File: config.mk
export PLATFORM = sky130hd
export DESIGN_NAME = m3i_queue
export DESIGN_NICKNAME = d
export VERILOG_FILES = /design/src/hdl/m3i_pkg.sv /design/src/hdl/m3i_queue.sv
export SDC_FILE = /design/constraint.sdc
export NUM_CORES = 1
export LEC_CHECK = 0
export BUFFER_PORTS_ARGS = -buffer_cell sky130_fd_sc_hd__buf_2
export CAP_MARGIN = 40
export CORE_AREA = 4 4 277 279
export CTS_CLUSTER_SIZE = 25
export DETAILED_ROUTE_END_ITERATION = 6
export DIE_AREA = 0 0 281 283
export PLACE_DENSITY = 0.64
export SLEW_MARGIN = 20
export SYNTH_ARGS = -nofsm -noshare
export SYNTH_HDL_FRONTEND = slang
export SYNTH_SLANG_ARGS = --single-unit
File: constraint.sdc
create_clock -name clk -period 18.8 [get_ports clk]
set_input_delay 0.94 -clock clk [delete_from_list [all_inputs] [get_ports clk]]
set_output_delay 0.94 -clock clk [all_outputs]
set_load 0.005 [all_outputs]
File: src/hdl/m3i_pkg.sv
// ----------------------------------------------------------------------------
// m3i_pkg: shared types and constants of the 3x3 matrix inverse
// Widths of elements, cofactors, determinant and quotients, and the word
// type that the front part hands to the divider through the queue.
// ----------------------------------------------------------------------------
package m3i_pkg;

    localparam int ELW  = 16;       // matrix element width
    localparam int OUTW = 32;       // result element width
    localparam int CW   = 33;       // signed cofactor width
    localparam int TW   = ELW + CW; // signed determinant term width
    localparam int DETW = TW + 2;   // signed determinant width
    localparam int NMW  = CW;       // cofactor magnitude width
    localparam int DMW  = DETW;     // determinant magnitude width
    localparam int QB   = 33;       // quotient bits kept before saturation
    localparam int LANES = 9;

    localparam int IN_FRAC_BITS_DEF  = 12;
    localparam int OUT_FRAC_BITS_DEF = 16;

    // One classified matrix: lane l is output element l (row-major) and
    // holds the magnitude of the transposed cofactor and the quotient sign.
    typedef struct packed {
        logic                            sing;
        logic [DMW-1:0]                  dmag;
        logic [LANES-1:0][NMW-1:0]       nmag;
        logic [LANES-1:0]                qneg;
    } m3i_cls_t;

endpackage

File: src/hdl/m3i_queue.sv
// ----------------------------------------------------------------------------
// m3i_queue: two-entry queue between front and divider
// Lets the front keep accepting words while the divider is stalled.
// ----------------------------------------------------------------------------
module m3i_queue (
    input  logic              clk,
    input  logic              rst_n,
    input  logic              push_valid,
    input  m3i_pkg::m3i_cls_t push_data,
    output logic              push_ready,
    output logic              pop_valid,
    output m3i_pkg::m3i_cls_t pop_data,
    input  logic              pop_ready
);

    m3i_pkg::m3i_cls_t mem_reg [2];
    logic       wptr_reg, rptr_reg;
    logic [1:0] cnt_reg;
    logic       push, pop;

    assign push_ready = (cnt_reg != 2'd2);
    assign pop_valid  = (cnt_reg != 2'd0);
    assign pop_data   = mem_reg[rptr_reg];
    assign push       = push_valid && push_ready;
    assign pop        = pop_valid && pop_ready;

    always_ff @(posedge clk or negedge rst_n)
    begin
        if (!rst_n)
        begin
            wptr_reg <= 1'b0;
            rptr_reg <= 1'b0;
            cnt_reg  <= 2'd0;
        end
        else
        begin
            if (push)
            begin
                wptr_reg <= !wptr_reg;
            end
            if (pop)
            begin
                rptr_reg <= !rptr_reg;
            end
            if (push && !pop)
            begin
                cnt_reg <= cnt_reg + 2'd1;
            end
            else if (pop && !push)
            begin
                cnt_reg <= cnt_reg - 2'd1;
            end
        end
    end

    always_ff @(posedge clk)
    begin
        if (push)
        begin
            mem_reg[wptr_reg] <= push_data;
        end
    end

endmodule

* Word level (Yosys, flattened, before mapping)
Memory sizes are Yosys's and may differ from the RTL's.
Index checks and enable logic that the tools add are counted.
** Storage, ports and cells
- Register bits :: 4
- RAM bits :: 716
- Output and inout bits :: 360
- Memories kept :: 1
- Input bits :: 362
** Cells by class
- Mux-type cells :: 4
- Equal/unequal tests :: 1
- Add/sub/neg operators :: 2
- Reductions and logical operators :: 10
** Memories
- mem_reg :: words 2, width 358, read ports 1, clocked after memory_dff 0, write ports 1, RTL line m3i_queue.sv:16 : m3i_pkg::m3i_cls_t mem_reg [2];
** Operators by type and width (number)
- logical AND 1 bit :: 4
- logical NOT 1 bit :: 4
- 2-to-1 mux 2 bit :: 2
- nonzero test 2 bit :: 2
- adder 2 x 1 -> 2 bit, second input constant :: 1
- 2-to-1 mux 1 bit :: 2
- != test 2 bit, second input constant :: 1
- subtractor 2 x 1 -> 2 bit, second input constant :: 1

* Longest topological paths before layout
- Word-level depth :: 6
- Gate-level depth with buffers :: 7

* Worst setup path after synthesis
Ideal clock, no wire load.
- Kind :: input port to flip-flop
- Start :: input push_valid
- End :: memory mem_reg[0][0] (netlist bit) (enable)
- Cell stages on the path :: 2
- Data required time :: 17.715 ns
- Setup time :: 1.085 ns
- Path slack :: 1.870 ns
- Arrival time :: 15.845 ns
- Cells stage by stage :: nand2_1 > nor2_1
** Between the ends
- Word-level cells in the longest chain between the ends :: 3
** Ends and longest elaborated chain
- from (decl) :: RTL line m3i_queue.sv:8 : input logic push_valid,
- logical AND 1 bit :: RTL line m3i_queue.sv:24 : assign push = push_valid && push_ready;
- 2-to-1 mux 1 bit :: RTL line m3i_queue.sv:58 : if (push)
- 2-to-1 mux 1 bit (not written as such) :: RTL line m3i_queue.sv:60 : mem_reg[wptr_reg] <= push_data;
- to (decl) :: RTL line m3i_queue.sv:16
Every way passes these cells.

==> flow_summary_export.csv <==
group,metric,value,unit
run_status,status,"finished clean",
power,ir_worst_vdd,0.000107,V
worst_setup_path,cp.arrival,4690,ps
clock_tree,cts_buffers,76,
grt,grt_pass1_wl,92000,µm
cells_and_area,area_delta_synth_final,26.2,%
drt,drtAntennaViolNets,0,
power,leakage,13.6,nW
grt,grt_max_degree,153,
cells_and_area,largest_register_ffs,716,
sta,period_minus_slack,5630,ps
run,cap_viol_max_count,0,
clock_tree,cts-root-buf,"clkbuf_16",
sta,post-route-period-util,29.9,%
placed_design,dp_hpwl,46500,µm
grt,gr-usage-all-layers,15.4,%
grt,grt-ovfl-total,0,
cells_and_area,stdcell_area,34500,µm²
drt,wl,63900,µm
clock_tree,clock_path_buffers,3,
sta,skew,14.6,ps
drt,dr.first_iter.drc_count,722,
sta,slew_headroom,18.6,%
worst_setup_path,crit_path_end_kind,"primary output",
synthesis,yosysWarningCount,0,
cells_and_area,fin_nets,2282,
clock_tree,clock_latency,600,ps
synthesis,synth_fp_nets,1495,
synthesis,syn_area,27300,µm²
worst_setup_path,cp_max_fo,50,
placed_design,placed_cell_area,32100,µm²
placed_design,gp_congestion,0.806,
worst_setup_path,crit_required,17860,ps
grt,antenna_found_initial,24,
power,powerDensity,155,nW/µm²
sta,tightest_slew,1220,ps
cells_and_area,most-common-layout-cells,"buf_2 (721), edfxtp_1 (716), mux2_4 (300), clkbuf_16 (76), mux2_2 (58)",
sta,hold_violations,0,
drt,via_per_inst,4.63,
sta,timing.fmax,0.178,GHz
cells_and_area,final_common_cell,"buf_2",
floorplanning,core,74200,µm²
drt,vias,13700,
synthesis,synth.area.top_cells,"edfxtp_1 (79%), mux2_4 (16%), mux2_2 (2.4%), buf_6 (0.95%), buf_8 (0.71%)",
clock_tree,ctsResizeCount,0,
placed_design,dpl.cell_count,2809,
cells_and_area,fin_cells,2963,
clock_tree,ctsHoldBuffers,0,
sta,slew_violations,0,
cells_and_area,utilization,46.5,%
floorplanning,start_util,36.8,%
grt,grt_pass1_vias,14700,
worst_setup_path,path_class,"flop to primary output",
floorplanning,dieArea,79500,µm²
floorplanning,ios,722,
synthesis,synth-seq-cells,720,
clock_tree,htreeDepth,3,
synthesis,synth_area_per_cell,24.1,µm²
synthesis,synth.distinct_cells,16,
floorplanning,fp.dieW,281,µm
sta,rsz0062_at_grt,"false",
clock_tree,cts_setup_buffers,0,
floorplanning,fp-row-count,100,
synthesis,synth-seq-area-share,79.0,%
synthesis,yosys.area.top_type,"edfxtp_1",
placed_design,portBuffers,721,
drt,drt-pass1-iter-count,5,
drt,wl_per_cell,21.6,µm
synthesis,synth_top_area_share,78.7,%
clock_tree,cts_tree,"yes",
clock_tree,clkSinkCount,720,
cells_and_area,layout-drive-gt1-share,61.0,%
sta,tns,0,ps
clock_tree,path_clk_slew,60,ps
sta,setup_viol,0,
floorplanning,fp.dieH,283,µm
worst_setup_path,cp-start-kind,"flop",
hold_path,hp-class,"input pin to async pin",
drt,drc_errors,0,
synthesis,netlist_instances,1132,
==> through the flow <==
stage	setup slack [ps]	hold WS, ps	total power [W]
4_1_cts	13070	94.2	0.00543
3_5_place_dp	13740	492	0.00403
5_1_grt	12930	107	0.00559
6_report	13170	149	0.00534
2_1_floorplan	1870	456	0.00357
3_3_place_gp	13000	473	0.00395
==> cells in the mapped netlist, drive strengths merged <==
master,instances
edfxtp,716
ha,1
xnor2,3
or2,1
and3,1
nand2,2
inv,1
xor2,2
dfrtp,4
nor2,2
mux2,358
nand2b,1
buf,40
==> layer usage <==
metal	vias to the layer above	share of wire (%)	track usage (%)
li1	6136	-	-
met1	6903	36	16.5
met2	525	52	27.4
met3	137	7.8	4.92
met4	12	3.7	7.23
met5	-	0.11	0
==> final cells by class <==
cell class                      instances  area, µm²
Sequential cell                       720      21600
Multi-Input combinational cell        371       5260
Inverter                                1       3.75
Clock buffer                           96       1980
Timing Repair Buffer                  749       4070
Clock inverter                         38        318
Antenna cell                           19       47.5
Fill cell                            6286      39700
Tap cell                              969       1210
==> worst max-delay path: stages, from the launching register on <==
cell and delay (ps):
dfrtp_4 950, buf_4 360, buf_16 290, buf_4 430, buf_12 300, buf_4 400
buf_4 730, mux2_4 350, buf_2 130
==> cell families after synthesis <==
kind of cell / count (synthesis) / share of synthesized area (%)
AND/OR/NAND/NOR: 7 / 0.124
multiplexers: 358 / 18.9
buffers and inverters: 41 / 1.75
adder cells (fa/ha/maj): 1 / 0.0458
XOR/XNOR: 5 / 0.160
flip-flops: 720 / 79.0
==> worst paths after layout <==
path / cells past startpoint / start / to / slack, ps
setup reg to reg: 8 / cnt_reg[0]$_DFFE_PN0P_ / mem_reg[0][132]$_DFFE_PP_ / 15620
max in group asynchronous: 1 / rst_n / rptr_reg$_DFFE_PN0P_ / 18510
hold reg to reg: 1 / cnt_reg[1]$_DFFE_PN0P_ / cnt_reg[1]$_DFFE_PN0P_ / 490
setup / recovery: 8 / rptr_reg$_DFFE_PN0P_ / pop_data[300] / 13170
min in group clk: 1 / cnt_reg[1]$_DFFE_PN0P_ / cnt_reg[1]$_DFFE_PN0P_ / 490
hold / removal: 1 / rst_n / cnt_reg[0]$_DFFE_PN0P_ / 150
==> report_power, final <==
part	internal (W)	total (W)	leakage (nW)	switching, W
Combinational	0.000870	0.00166	5.80	0.000792
Clock	0.000779	0.00138	1.10	0.000597
Sequential	0.00219	0.00230	6.70	0.000108
Total	0.00384	0.00534	13.6	0.00150
No activity file was read; power rests on OpenSTA's default activity.
